[src/hdl/tab_pkg.sv]
// Shared types, register indexes and arithmetic helpers of the tinted alpha blitter.
package tab_pkg;

   localparam int MaxDim        = 4096;
   localparam int CsrIndexWidth = 3;
   localparam int DimWidth      = 13;
   localparam int PosWidth      = 14;
   localparam int AddrWidth     = 24;

   localparam logic [CsrIndexWidth-1:0] CsrDstWidth  = 3'd0;
   localparam logic [CsrIndexWidth-1:0] CsrDstHeight = 3'd1;
   localparam logic [CsrIndexWidth-1:0] CsrSrcWidth  = 3'd2;
   localparam logic [CsrIndexWidth-1:0] CsrSrcHeight = 3'd3;
   localparam logic [CsrIndexWidth-1:0] CsrPosX      = 3'd4;
   localparam logic [CsrIndexWidth-1:0] CsrPosY      = 3'd5;
   localparam logic [CsrIndexWidth-1:0] CsrTint      = 3'd6;

   typedef struct packed {
      logic capture;
      logic tint;
      logic blend;
   } tab_cmd_type;

   typedef struct packed {
      logic region_empty;
   } tab_sts_type;

   function automatic logic [7:0] div255(input logic [15:0] x);
      logic [16:0] sum;
      sum = {1'b0, x} + 17'd1 + {9'd0, x[15:8]};
      return sum[15:8];
   endfunction

   function automatic logic [DimWidth-1:0] sat_dim(input logic [DimWidth-1:0] v);
      return (v > DimWidth'(MaxDim)) ? DimWidth'(MaxDim) : v;
   endfunction

   function automatic logic [DimWidth-1:0] clamp_pos(input logic [PosWidth-1:0] p);
      return p[PosWidth-1] ? '0 : p[DimWidth-1:0];
   endfunction

   function automatic logic [DimWidth-1:0] clip_extent(input logic [DimWidth-1:0] p,
                                                        input logic [DimWidth-1:0] d,
                                                        input logic [DimWidth-1:0] s);
      logic [DimWidth-1:0] rest;
      rest = d - p;
      if (p >= d) begin
         return '0;
      end
      return (rest < s) ? rest : s;
   endfunction

endpackage

[src/hdl/tinted_alpha_blit.sv]
// Top level of the tinted alpha blitter: controller and datapath.
// Each word passes a capture step, a tint step and a blend step, in that order; the blend step
// waits while an earlier result is not yet taken, and a new word is accepted only after blend.
// A word accepted while the clipped region is empty gives no result.
// Reset: synchronous, active high; state and configuration registers return to their reset values, counters to zero.
module tinted_alpha_blit import tab_pkg::*; (
   input  logic                     clock,
   input  logic                     reset,
   input  logic                     csr_write,
   input  logic [CsrIndexWidth-1:0] csr_index,
   input  logic [31:0]              csr_data,
   input  logic                     req_valid,
   output logic                     req_ready,
   input  logic [31:0]              req_src_pixel,
   input  logic [31:0]              req_dst_pixel,
   output logic                     rsp_valid,
   input  logic                     rsp_ready,
   output logic [AddrWidth-1:0]     rsp_dst_address,
   output logic [31:0]              rsp_out_pixel,
   output logic                     rsp_last
);

   tab_cmd_type cmd;
   tab_sts_type sts;

   tab_ctrl u_ctrl (
      .clock     (clock),
      .reset     (reset),
      .req_valid (req_valid),
      .req_ready (req_ready),
      .rsp_valid (rsp_valid),
      .rsp_ready (rsp_ready),
      .sts       (sts),
      .cmd       (cmd)
   );

   tab_datapath u_datapath (
      .clock           (clock),
      .reset           (reset),
      .csr_write       (csr_write),
      .csr_index       (csr_index),
      .csr_data        (csr_data),
      .req_src_pixel   (req_src_pixel),
      .req_dst_pixel   (req_dst_pixel),
      .cmd             (cmd),
      .sts             (sts),
      .rsp_dst_address (rsp_dst_address),
      .rsp_out_pixel   (rsp_out_pixel),
      .rsp_last        (rsp_last)
   );

endmodule

[src/hdl/tab_ctrl.sv]
// Controller of the tinted alpha blitter: sequences capture, tint and blend steps.
module tab_ctrl import tab_pkg::*; (
   input  logic        clock,
   input  logic        reset,
   input  logic        req_valid,
   output logic        req_ready,
   output logic        rsp_valid,
   input  logic        rsp_ready,
   input  tab_sts_type sts,
   output tab_cmd_type cmd
);

   typedef enum logic [1:0] {StIdle, StTint, StBlend} state_type;

   state_type state_ff, state_in;
   logic      rsp_valid_ff, rsp_valid_in;

   always_comb begin
      state_in     = state_ff;
      rsp_valid_in = rsp_valid_ff & ~rsp_ready;
      cmd          = '0;
      case (state_ff)
         StIdle: begin
            if (req_valid) begin
               cmd.capture = 1'b1;
               if (!sts.region_empty) begin
                  state_in = StTint;
               end
            end
         end
         StTint: begin
            cmd.tint = 1'b1;
            state_in = StBlend;
         end
         StBlend: begin
            if (!rsp_valid_ff || rsp_ready) begin
               cmd.blend    = 1'b1;
               rsp_valid_in = 1'b1;
               state_in     = StIdle;
            end
         end
         default: begin
            state_in = StIdle;
         end
      endcase
   end

   always_ff @(posedge clock) begin
      if (reset) begin
         state_ff     <= StIdle;
         rsp_valid_ff <= 1'b0;
      end else begin
         state_ff     <= state_in;
         rsp_valid_ff <= rsp_valid_in;
      end
   end

   assign req_ready = (state_ff == StIdle);
   assign rsp_valid = rsp_valid_ff;

endmodule

[src/hdl/tab_datapath.sv]
// Datapath of the tinted alpha blitter: registers, clipping, counters, tint, blend, address.
module tab_datapath import tab_pkg::*; (
   input  logic                     clock,
   input  logic                     reset,
   input  logic                     csr_write,
   input  logic [CsrIndexWidth-1:0] csr_index,
   input  logic [31:0]              csr_data,
   input  logic [31:0]              req_src_pixel,
   input  logic [31:0]              req_dst_pixel,
   input  tab_cmd_type              cmd,
   output tab_sts_type              sts,
   output logic [AddrWidth-1:0]     rsp_dst_address,
   output logic [31:0]              rsp_out_pixel,
   output logic                     rsp_last
);

   logic [DimWidth-1:0]  dst_width_ff, dst_height_ff, src_width_ff, src_height_ff;
   logic [PosWidth-1:0]  pos_x_ff, pos_y_ff;
   logic [31:0]          tint_ff;
   logic [DimWidth-1:0]  col_ff, row_ff, col_in, row_in;
   logic [DimWidth-1:0]  dw_sat, x0, y0, ext_w, ext_h, col_eff, row_eff;
   logic                 wrap, last_in;
   logic [31:0]          src_ff, dst_ff;
   logic [DimWidth-1:0]  xcoord_ff, ycoord_ff;
   logic                 last_ff;
   logic [7:0]           tc_ff [4];
   logic [7:0]           tc_in [4];
   logic [AddrWidth-1:0] addr_mul_ff, addr_mul_in;
   logic [7:0]           blend_in [3];
   logic [AddrWidth-1:0] rsp_dst_address_ff;
   logic [31:0]          rsp_out_pixel_ff;
   logic                 rsp_last_ff;

   always_ff @(posedge clock) begin
      if (reset) begin
         dst_width_ff  <= DimWidth'(1);
         dst_height_ff <= DimWidth'(1);
         src_width_ff  <= DimWidth'(1);
         src_height_ff <= DimWidth'(1);
         pos_x_ff      <= '0;
         pos_y_ff      <= '0;
         tint_ff       <= '1;
      end else if (csr_write) begin
         case (csr_index)
            CsrDstWidth:  dst_width_ff  <= csr_data[DimWidth-1:0];
            CsrDstHeight: dst_height_ff <= csr_data[DimWidth-1:0];
            CsrSrcWidth:  src_width_ff  <= csr_data[DimWidth-1:0];
            CsrSrcHeight: src_height_ff <= csr_data[DimWidth-1:0];
            CsrPosX:      pos_x_ff      <= csr_data[PosWidth-1:0];
            CsrPosY:      pos_y_ff      <= csr_data[PosWidth-1:0];
            CsrTint:      tint_ff       <= csr_data;
            default: begin
            end
         endcase
      end
   end

   always_comb begin
      dw_sat  = sat_dim(dst_width_ff);
      x0      = clamp_pos(pos_x_ff);
      y0      = clamp_pos(pos_y_ff);
      ext_w   = clip_extent(x0, dw_sat, sat_dim(src_width_ff));
      ext_h   = clip_extent(y0, sat_dim(dst_height_ff), sat_dim(src_height_ff));
      sts.region_empty = (ext_w == '0) || (ext_h == '0);
      wrap    = (col_ff >= ext_w) || (row_ff >= ext_h);
      col_eff = wrap ? '0 : col_ff;
      row_eff = wrap ? '0 : row_ff;
      last_in = (col_eff + 1'b1 == ext_w) && (row_eff + 1'b1 == ext_h);
      if (col_eff + 1'b1 >= ext_w) begin
         col_in = '0;
         row_in = (row_eff + 1'b1 >= ext_h) ? '0 : row_eff + 1'b1;
      end else begin
         col_in = col_eff + 1'b1;
         row_in = row_eff;
      end
   end

   always_ff @(posedge clock) begin
      if (reset) begin
         col_ff <= '0;
         row_ff <= '0;
      end else if (csr_write && csr_index <= CsrTint) begin
         col_ff <= '0;
         row_ff <= '0;
      end else if (cmd.capture && !sts.region_empty) begin
         col_ff <= col_in;
         row_ff <= row_in;
      end
   end

   // capture the word and its position in the region
   always_ff @(posedge clock) begin
      if (cmd.capture) begin
         src_ff    <= req_src_pixel;
         dst_ff    <= req_dst_pixel;
         xcoord_ff <= x0 + col_eff;
         ycoord_ff <= y0 + row_eff;
         last_ff   <= last_in;
      end
   end

   always_comb begin
      for (int c = 0; c < 4; c++) begin
         tc_in[c] = div255(16'(src_ff[8*c +: 8] * tint_ff[8*c +: 8]));
      end
      addr_mul_in = AddrWidth'(ycoord_ff * dw_sat);
   end

   always_ff @(posedge clock) begin
      if (cmd.tint) begin
         tc_ff       <= tc_in;
         addr_mul_ff <= addr_mul_in;
      end
   end

   always_comb begin
      for (int c = 0; c < 3; c++) begin
         blend_in[c] = div255(16'(tc_ff[c] * tc_ff[3])
                              + 16'(dst_ff[8*c +: 8] * (8'hFF - tc_ff[3])));
      end
   end

   always_ff @(posedge clock) begin
      if (cmd.blend) begin
         rsp_out_pixel_ff   <= {dst_ff[31:24], blend_in[2], blend_in[1], blend_in[0]};
         rsp_dst_address_ff <= addr_mul_ff + AddrWidth'(xcoord_ff);
         rsp_last_ff        <= last_ff;
      end
   end

   assign rsp_dst_address = rsp_dst_address_ff;
   assign rsp_out_pixel   = rsp_out_pixel_ff;
   assign rsp_last        = rsp_last_ff;

endmodule
[config.mk]
export PLATFORM = sky130hd
export DESIGN_NAME = tinted_alpha_blit
export DESIGN_NICKNAME = d
export VERILOG_FILES = /design/src/hdl/tab_pkg.sv /design/src/hdl/tinted_alpha_blit.sv /design/src/hdl/tab_ctrl.sv /design/src/hdl/tab_datapath.sv
export SDC_FILE = /design/constraint.sdc
export NUM_CORES = 2
export LEC_CHECK = 0
export BUFFER_PORTS_ARGS = -buffer_cell sky130_fd_sc_hd__buf_2
export CORE_ASPECT_RATIO = 1.75
export CORE_UTILIZATION = 25
export DETAILED_ROUTE_END_ITERATION = 6
export GPL_TIMING_DRIVEN = 1
export PLACE_DENSITY = 0.38
export SYNTH_ARGS = -nofsm -noshare
export SYNTH_HDL_FRONTEND = slang
export SYNTH_SLANG_ARGS = --single-unit
export TNS_END_PERCENT = 100
[constraint.sdc]
create_clock -name clock -period 14.1 [get_ports clock]
set_input_delay 2.82 -clock clock [delete_from_list [all_inputs] [get_ports clock]]
set_output_delay 2.82 -clock clock [all_outputs]
set_load 0.01 [all_outputs]
* Yosys cells after proc, flatten, opt, wreduce, memory -nomap -nowiden
Index checks and enable logic that the tools add are counted.
W data, S select, Z words.
** Storage, ports and cells
- Flip-flop bits (word level) :: 345
- Output and inout bits :: 59
- Logic and storage cells :: 139
** Cells by class
- Order comparisons :: 13
- Reductions and logical operators :: 21
- Eq/ne operators :: 13
- Multiply operators :: 11
- Multiplexer cells :: 30
- Add/subtract/negate cells :: 25
- Bitwise gates (word level) :: 2
** Operators by type and width (number)
- $mux W13 :: 17
- $add A16 B1 Y16 const B :: 7
- $add A16 B8 Y16 :: 7
- $mul A8 B8 Y16 :: 7
- $ge A13 B13 Y1 :: 6
- $gt A13 B13 Y1 const B :: 4
- $add A16 B16 Y16 :: 3
- $mul A8 B16 Y16 :: 3
- $add A13 B1 Y13 const B :: 2
- $add A13 B13 Y13 :: 2
- $eq A13 B13 Y1 :: 2
- $logic_not A13 Y1 :: 2
- $lt A13 B13 Y1 :: 2
- $sub A13 B13 Y13 :: 2
- $add A24 B13 Y24 :: 1
- $mul A13 B13 Y24 :: 1
- $reduce_and A2 Y1 :: 7
- $eq A3 B3 Y1 const B :: 3
- $mux W1 :: 9
- $sub A8 B8 Y9 const A :: 1
- $eq A3 B2 Y1 const B :: 2
- $mux W2 :: 3
- $pmux W2 S3 :: 1
- $ne A2 B2 Y1 const B :: 2
- other kinds (14) :: 19

* Logic depth before layout (Yosys ltp)
- Depth after elaboration :: 13
- Depth in mapped cells :: 47
- Depth with buffers taken out :: 41

* Hierarchy
A second synthesis with hierarchy kept.
** Unflattened totals
- Cells, all modules :: 5132
- Area total of the unflattened synthesis :: 46360.7 µm²
** By module, submodules not included
- tab_datapath :: area each 46215.6 µm², instances 1, cells each 5119, sequential area each 8888.5 µm²
- tab_ctrl :: area each 145.1 µm², instances 1, cells each 13, sequential area each 60.1 µm²

* Worst setup path before layout
OpenSTA, ideal clock, no wires.
- Kind :: reg-to-reg
- Start point :: register u_datapath.dst_width_ff[12]
- End point :: register u_datapath.col_ff[10]
- Setup slack :: 4.092 ns
- Clock period less this slack :: 10.008 ns
- Setup time :: 0.070 ns
- Cell stages (with the launch flop) :: 46
- Data arrival time :: 9.937 ns
- Cell sequence :: dfxtp_1 -> clkbuf_1 -> nor2b_1 -> clkbuf_1 -> inv_1 -> fa_1 -> nand2b_1 -> a21boi_0 -> or2_2 -> a2111oi_0 -> nor3_1 -> inv_1 -> ha_1 -> a211o_1 -> a2111oi_2 -> nor3_1 -> nor3_1 -> nand2_1 -> [... 10 more ...] -> clkbuf_1 -> clkbuf_1 -> and2_1 -> ha_1 -> nand4_1 -> nor2_1 -> xor2_1 -> ha_1 -> a21o_1 -> a21oi_1 -> nor2b_1 -> o311ai_0 -> and2_1 -> clkbuf_1 -> clkbuf_1 -> clkbuf_1 -> nand4_1 -> a21oi_1
** Between the ends
- Word-level cells in the longest chain between the ends :: 12
** Ends and longest elaborated chain
- start, declared :: RTL line tab_datapath.sv:17 : logic [DimWidth-1:0] dst_width_ff, dst_height_ff, src_width_ff, src_height_ff;
- start signal, assigned :: RTL line tab_datapath.sv:36 : dst_width_ff <= DimWidth'(1);
- start signal, assigned :: RTL line tab_datapath.sv:45 : CsrDstWidth: dst_width_ff <= csr_data[DimWidth-1:0];
- $gt A13 B13 Y1 :: RTL line tab_pkg.sv:35 : return (v > DimWidth'(MaxDim)) ? DimWidth'(MaxDim) : v;
- $mux W13 (*) :: RTL line tab_pkg.sv:35
- $sub A13 B13 Y13 :: RTL line tab_pkg.sv:46 : rest = d - p;
- $lt A13 B13 Y1 :: RTL line tab_pkg.sv:50 : return (rest < s) ? rest : s;
- $mux W13 :: RTL line tab_pkg.sv:50
- $mux W13 (*) :: RTL line tab_pkg.sv:50
- $ge A13 B13 Y1 :: RTL line tab_datapath.sv:65 : wrap = (col_ff >= ext_w) || (row_ff >= ext_h);
- $logic_or A1 B1 Y1 :: RTL line tab_datapath.sv:65
- $mux W13 :: RTL line tab_datapath.sv:66 : col_eff = wrap ? '0 : col_ff;
- $add A13 B1 Y13 :: RTL line tab_datapath.sv:69, tab_datapath.sv:73
- $ge A13 B13 Y1 :: RTL line tab_datapath.sv:69 : if (col_eff + 1'b1 >= ext_w) begin
- $mux W13 :: RTL line tab_datapath.sv:69
- end signal, assigned :: RTL line tab_datapath.sv:86 : col_ff <= col_in;
- end, declared :: RTL line tab_datapath.sv:20 : logic [DimWidth-1:0] col_ff, row_ff, col_in, row_in;
Mark *: on every way between the ends. The rest lies on a longest branch, timed or not.
A chain may end at the register's enable or synchronous reset.

* Worst setup path in the final report
- Start point :: register u_datapath.dst_width_ff[12]
- End point :: register u_datapath.row_ff[8]
** Between the ends
- Word-level cells in the longest chain between the ends :: 13
** Ends and longest elaborated chain
- $gt A13 B13 Y1 :: RTL line tab_pkg.sv:35
- $mux W13 (*) :: RTL line tab_pkg.sv:35
- $sub A13 B13 Y13 :: RTL line tab_pkg.sv:46
- $lt A13 B13 Y1 :: RTL line tab_pkg.sv:50
- $mux W13 :: RTL line tab_pkg.sv:50
- $mux W13 (*) :: RTL line tab_pkg.sv:50
- $ge A13 B13 Y1 :: RTL line tab_datapath.sv:65
- $logic_or A1 B1 Y1 :: RTL line tab_datapath.sv:65
- $mux W13 :: RTL line tab_datapath.sv:67 : row_eff = wrap ? '0 : row_ff;
- $add A13 B1 Y13 :: RTL line tab_datapath.sv:71 : row_in = (row_eff + 1'b1 >= ext_h) ? '0 : row_eff + 1'b1;
- $ge A13 B13 Y1 :: RTL line tab_datapath.sv:71
- $mux W13 :: RTL line tab_datapath.sv:71
- $mux W13 :: RTL line tab_datapath.sv:69
- end signal, assigned :: RTL line tab_datapath.sv:87 : row_ff <= row_in;
- end, declared :: RTL line tab_datapath.sv:20
Marked as above.

==> reports/summary.log <==
qor: placement.hpwlAfterDp 120000 um
qor: global_routing.via_count_of_the_first_global_routing_pass 37500
qor: synth.netlist_top_cells_count sky130_fd_sc_hd__inv_1 (823), sky130_fd_sc_hd__nand2_1 (711), sky130_fd_sc_hd__ha_1 (580), sky130_fd_sc_hd__fa_1 (557), sky130_fd_sc_hd__and2_1 (322)
qor: finish.layout-area-overhead-vs-synth 11.0%
qor: flow_run.drv.max_cap_violation_count 0
qor: routing.totalWireLength 146000 um
qor: routing.route.detailed.drc 0
qor: synth.synth-edff-count 204
qor: clock_tree.postCtsSetupRepairBufs 0
qor: synth.synth.top_cell.area_share 24.4%
qor: global_routing.gr-total-overflow 0
qor: synth.synth_xor_xnor_area_share 4.41%
qor: worst_setup_path.worst_ep_arrival_time 11.97 ns
qor: sta.timing.clock.skew 0.0419 ns
qor: clock_tree.htreeDepth 2
qor: sta.finalMaxSlewViolations 0
qor: placement.port_buffers 162
qor: synth.synthesis.instances 5012
qor: routing.drt_first_pass_iters 5
qor: clock_tree.cts_tree built
qor: synth.postSynthRegisterBits 345
qor: synth.synth_simple_gate_area_share 18.9%
qor: global_routing.global_route.usage.total 16.1%
qor: sta.worst_slew_margin_rel 15.4%
qor: clock_tree.cts_hold_repair.buffers 0
qor: finish.layoutNonFillerInstCount 7543
qor: synth.async_flop_share 0%
qor: sta.worst_pin_slew 1.27 ns
qor: hold_path.hold_class flop to flop
qor: global_routing.grt_antenna_before_repair 9
qor: floorplanning.io_pins 163
qor: routing.drt_iter0_markers 1155
qor: sta.setup_total_negative_slack 0 ns
qor: clock_tree.cts_max_path_buffers 3
qor: sta.grt_setup_unrepaired no
qor: routing.antenna_violating_nets_post_route 0
qor: clock_tree.clkLatencyLatePin 0.68 ns
qor: clock_tree.clock_sinks 345
qor: routing.post_drt_via_cell_ratio 4.50
qor: global_routing.grt_max_degree 70
qor: clock_tree.cts-buffers-inserted 42
qor: sta.achievable_clock_frequency 87.8 MHz
qor: routing.routed_wire_length_per_instance 19.4 um
qor: synth.synth_seq_area_share 19.6%
qor: global_routing.grt_pass1_wl 224000 um
qor: floorplanning.floorplan.die.height 567 um
qor: synth.syn-mean-instance-area 9.11 um^2
qor: synth.yosysWarningCount 0
qor: floorplanning.core 0.182 mm^2
qor: worst_setup_path.critical_path.endpoint_type flop
qor: clock_tree.master_cell_of_the_clock_root_buffer sky130_fd_sc_hd__clkbuf_16
qor: worst_setup_path.critical-path-top-cell-by-count sky130_fd_sc_hd__ha_1
qor: outcome.run_status complete, no violations
qor: worst_setup_path.crit_path_top_delay_cell sky130_fd_sc_hd__nor3_1
qor: finish.layout-drive-gt1-share 6.11%
qor: synth.synth-compound-area-share 8.21%
qor: synth.yosys.area.top_type sky130_fd_sc_hd__fa_1
qor: synth.yosys-top-cells-area sky130_fd_sc_hd__fa_1 (24%), sky130_fd_sc_hd__ha_1 (16%), sky130_fd_sc_hd__edfxtp_1 (13%)
qor: floorplanning.rows 207
qor: sta.layout_worst_path_cycle_share 80.8%
qor: routing.dr_total_vias 33900
qor: worst_setup_path.required_time_of_the_critical_path 14.67 ns
qor: floorplanning.initial_core_util 25.2%
qor: floorplanning.die_width 325 um
qor: finish.finish.net_count 6346
qor: synth.synth_top_family_by_area adder cells
qor: sta.hold_viol_final 0
qor: synth.synth_ff_type sky130_fd_sc_hd__edfxtp_1
qor: floorplanning.die_area 0.184 mm^2
qor: synth.synth_cell_type_count 79
qor: clock_tree.resize_count_post_cts 0
qor: worst_setup_path.worstPathMaxFanout 19
qor: worst_setup_path.critical_path_class flop to flop
qor: worst_setup_path.cp_slowest_stage_delay 0.81 ns
qor: clock_tree.cts.clk_slew.worst_paths 0.06 ns
qor: worst_setup_path.worstSetupStartpointType flop
qor: synth.yosysMostFrequentCell sky130_fd_sc_hd__inv_1
qor: synth.syn_area 0.0457 mm^2
qor: sta.finalWorstPathRequiredPeriod 11.40 ns
qor: synth.synth_adder_area_share 40.3%
qor: synth.synth.area.mux_share 0.488%
qor: placement.gp_routability_congestion 0.857
qor: placement.post-place-cells 7464
qor: sta.final-setup-viol-count 0
[state kept, by name, summed over array words and instances, names as in the netlist]
name,count
u_datapath.dst_width_ff,13
u_datapath.dst_ff,32
u_ctrl.rsp_valid,1
u_datapath.pos_y_ff,14
u_datapath.ycoord_ff,13
u_datapath.rsp_out_pixel,32
u_datapath.src_height_ff,13
u_datapath.xcoord_ff,13
u_datapath.src_width_ff,13
u_datapath.rsp_dst_address,24
u_datapath.tint_ff,32
u_datapath.src_ff,32
u_datapath.pos_x_ff,14
u_datapath.col_ff,13
u_datapath.row_ff,13
u_datapath.addr_mul_ff,24
u_datapath.last_ff,1
u_datapath.rsp_last,1
u_ctrl.state_ff,2
u_datapath.tc_ff,32
u_datapath.dst_height_ff,13
[cells in the final DEF (no fill, tap or decap), types with 46 or more instances in the layout]
cell type	instances
sky130_fd_sc_hd__inv_1	823
sky130_fd_sc_hd__nand2_1	711
sky130_fd_sc_hd__ha_1	580
sky130_fd_sc_hd__fa_1	557
sky130_fd_sc_hd__and2_1	321
sky130_fd_sc_hd__a21oi_1	220
sky130_fd_sc_hd__edfxtp_1	204
sky130_fd_sc_hd__nor2b_1	174
sky130_fd_sc_hd__buf_2	161
sky130_fd_sc_hd__xnor2_1	160
sky130_fd_sc_hd__dfxtp_1	141
sky130_fd_sc_hd__nand2b_1	110
sky130_fd_sc_hd__nor2_1	105
sky130_fd_sc_hd__o21ai_0	102
sky130_fd_sc_hd__xor2_1	70
sky130_fd_sc_hd__nand3_1	59
sky130_fd_sc_hd__nor3_1	58
sky130_fd_sc_hd__a21o_1	46
sky130_fd_sc_hd__clkbuf_16	46
[metrics by stage]
| stage | util, % | hold WS [ns] | instance area (um^2) | setup slack, ns |
|---|---|---|---|---|
| finish | 27.9 | 0.420 | 50700 | 2.70 |
| floorplan | - | 0.400 | 45700 | 4.09 |
| detailed placement | 27.1 | 0.408 | 49200 | 2.65 |
| CTS | 27.9 | 0.424 | 50700 | 2.59 |
| global placement | 27.1 | 0.400 | 49200 | 2.76 |
| global route | 27.9 | 0.431 | 50700 | 1.56 |
[worst max-delay path: cells and delay by family, from the launching register on]
kind | cells | cell delay [ns]
AO/OA/AOI/OAI | 9 | 2.38
adder cells (fa/ha/maj) | 6 | 1.79
buffers and inverters | 2 | 0.24
flip-flops | 1 | 0.34
multiplexers | 1 | 0.35
AND/OR/NAND/NOR | 18 | 6.19
[path summary, 6_finish.rpt]
check	cells past startpoint	slack [ns]	startpoint	to
worst max-delay path	36	2.70	u_datapath.dst_width_ff[12]	u_datapath.row_ff[8]
worst min-delay path	0	0.42	u_datapath.dst_ff[28]	u_datapath.rsp_out_pixel[28]
worst max register to register	36	2.70	u_datapath.dst_width_ff[12]	u_datapath.row_ff[8]
worst min register to register	0	0.42	u_datapath.dst_ff[28]	u_datapath.rsp_out_pixel[28]
[area by class of cell]
| cell class | count | area (um^2) |
|---|---|---|
| diodes | 1 | 2.50 |
| clock buffers | 52 | 1200 |
| clock inverters | 26 | 255 |
| fillers | 19400 | 131000 |
| inverters | 823 | 3090 |
| multi-input cells | 3687 | 33100 |
| flip-flops and latches | 345 | 8950 |
| well taps | 2403 | 3010 |
| repair buffers | 206 | 1140 |
[logic make-up (layout without fill, tap and decap cells)]
family / after synthesis / after routing
compound gates: 585 / 585
xor+xnor: 230 / 230
fa+ha+maj: 1138 / 1138
buf+inv: 982 / 1107
flops: 345 / 345
mux: 22 / 22
other cells: 1 / 4
simple gates: 1709 / 1709
[routing by layer]
| metal | up-vias | share of wire (%) | wire length (um) | GRT usage [%] |
|---|---|---|---|---|
| li1 | 16300 | - | - | - |
| met1 | 16900 | 37 | 53500 | 16.0 |
| met2 | 445 | 57 | 84100 | 33.3 |
| met3 | 199 | 2.0 | 2880 | 1.34 |
| met4 | 4 | 4.1 | 5980 | 6.21 |
| met5 | - | 0.016 | 24 | 0 |
Power is not shown: default switching activity piles up to over one toggle a cycle in this logic, so the estimate is an artifact.
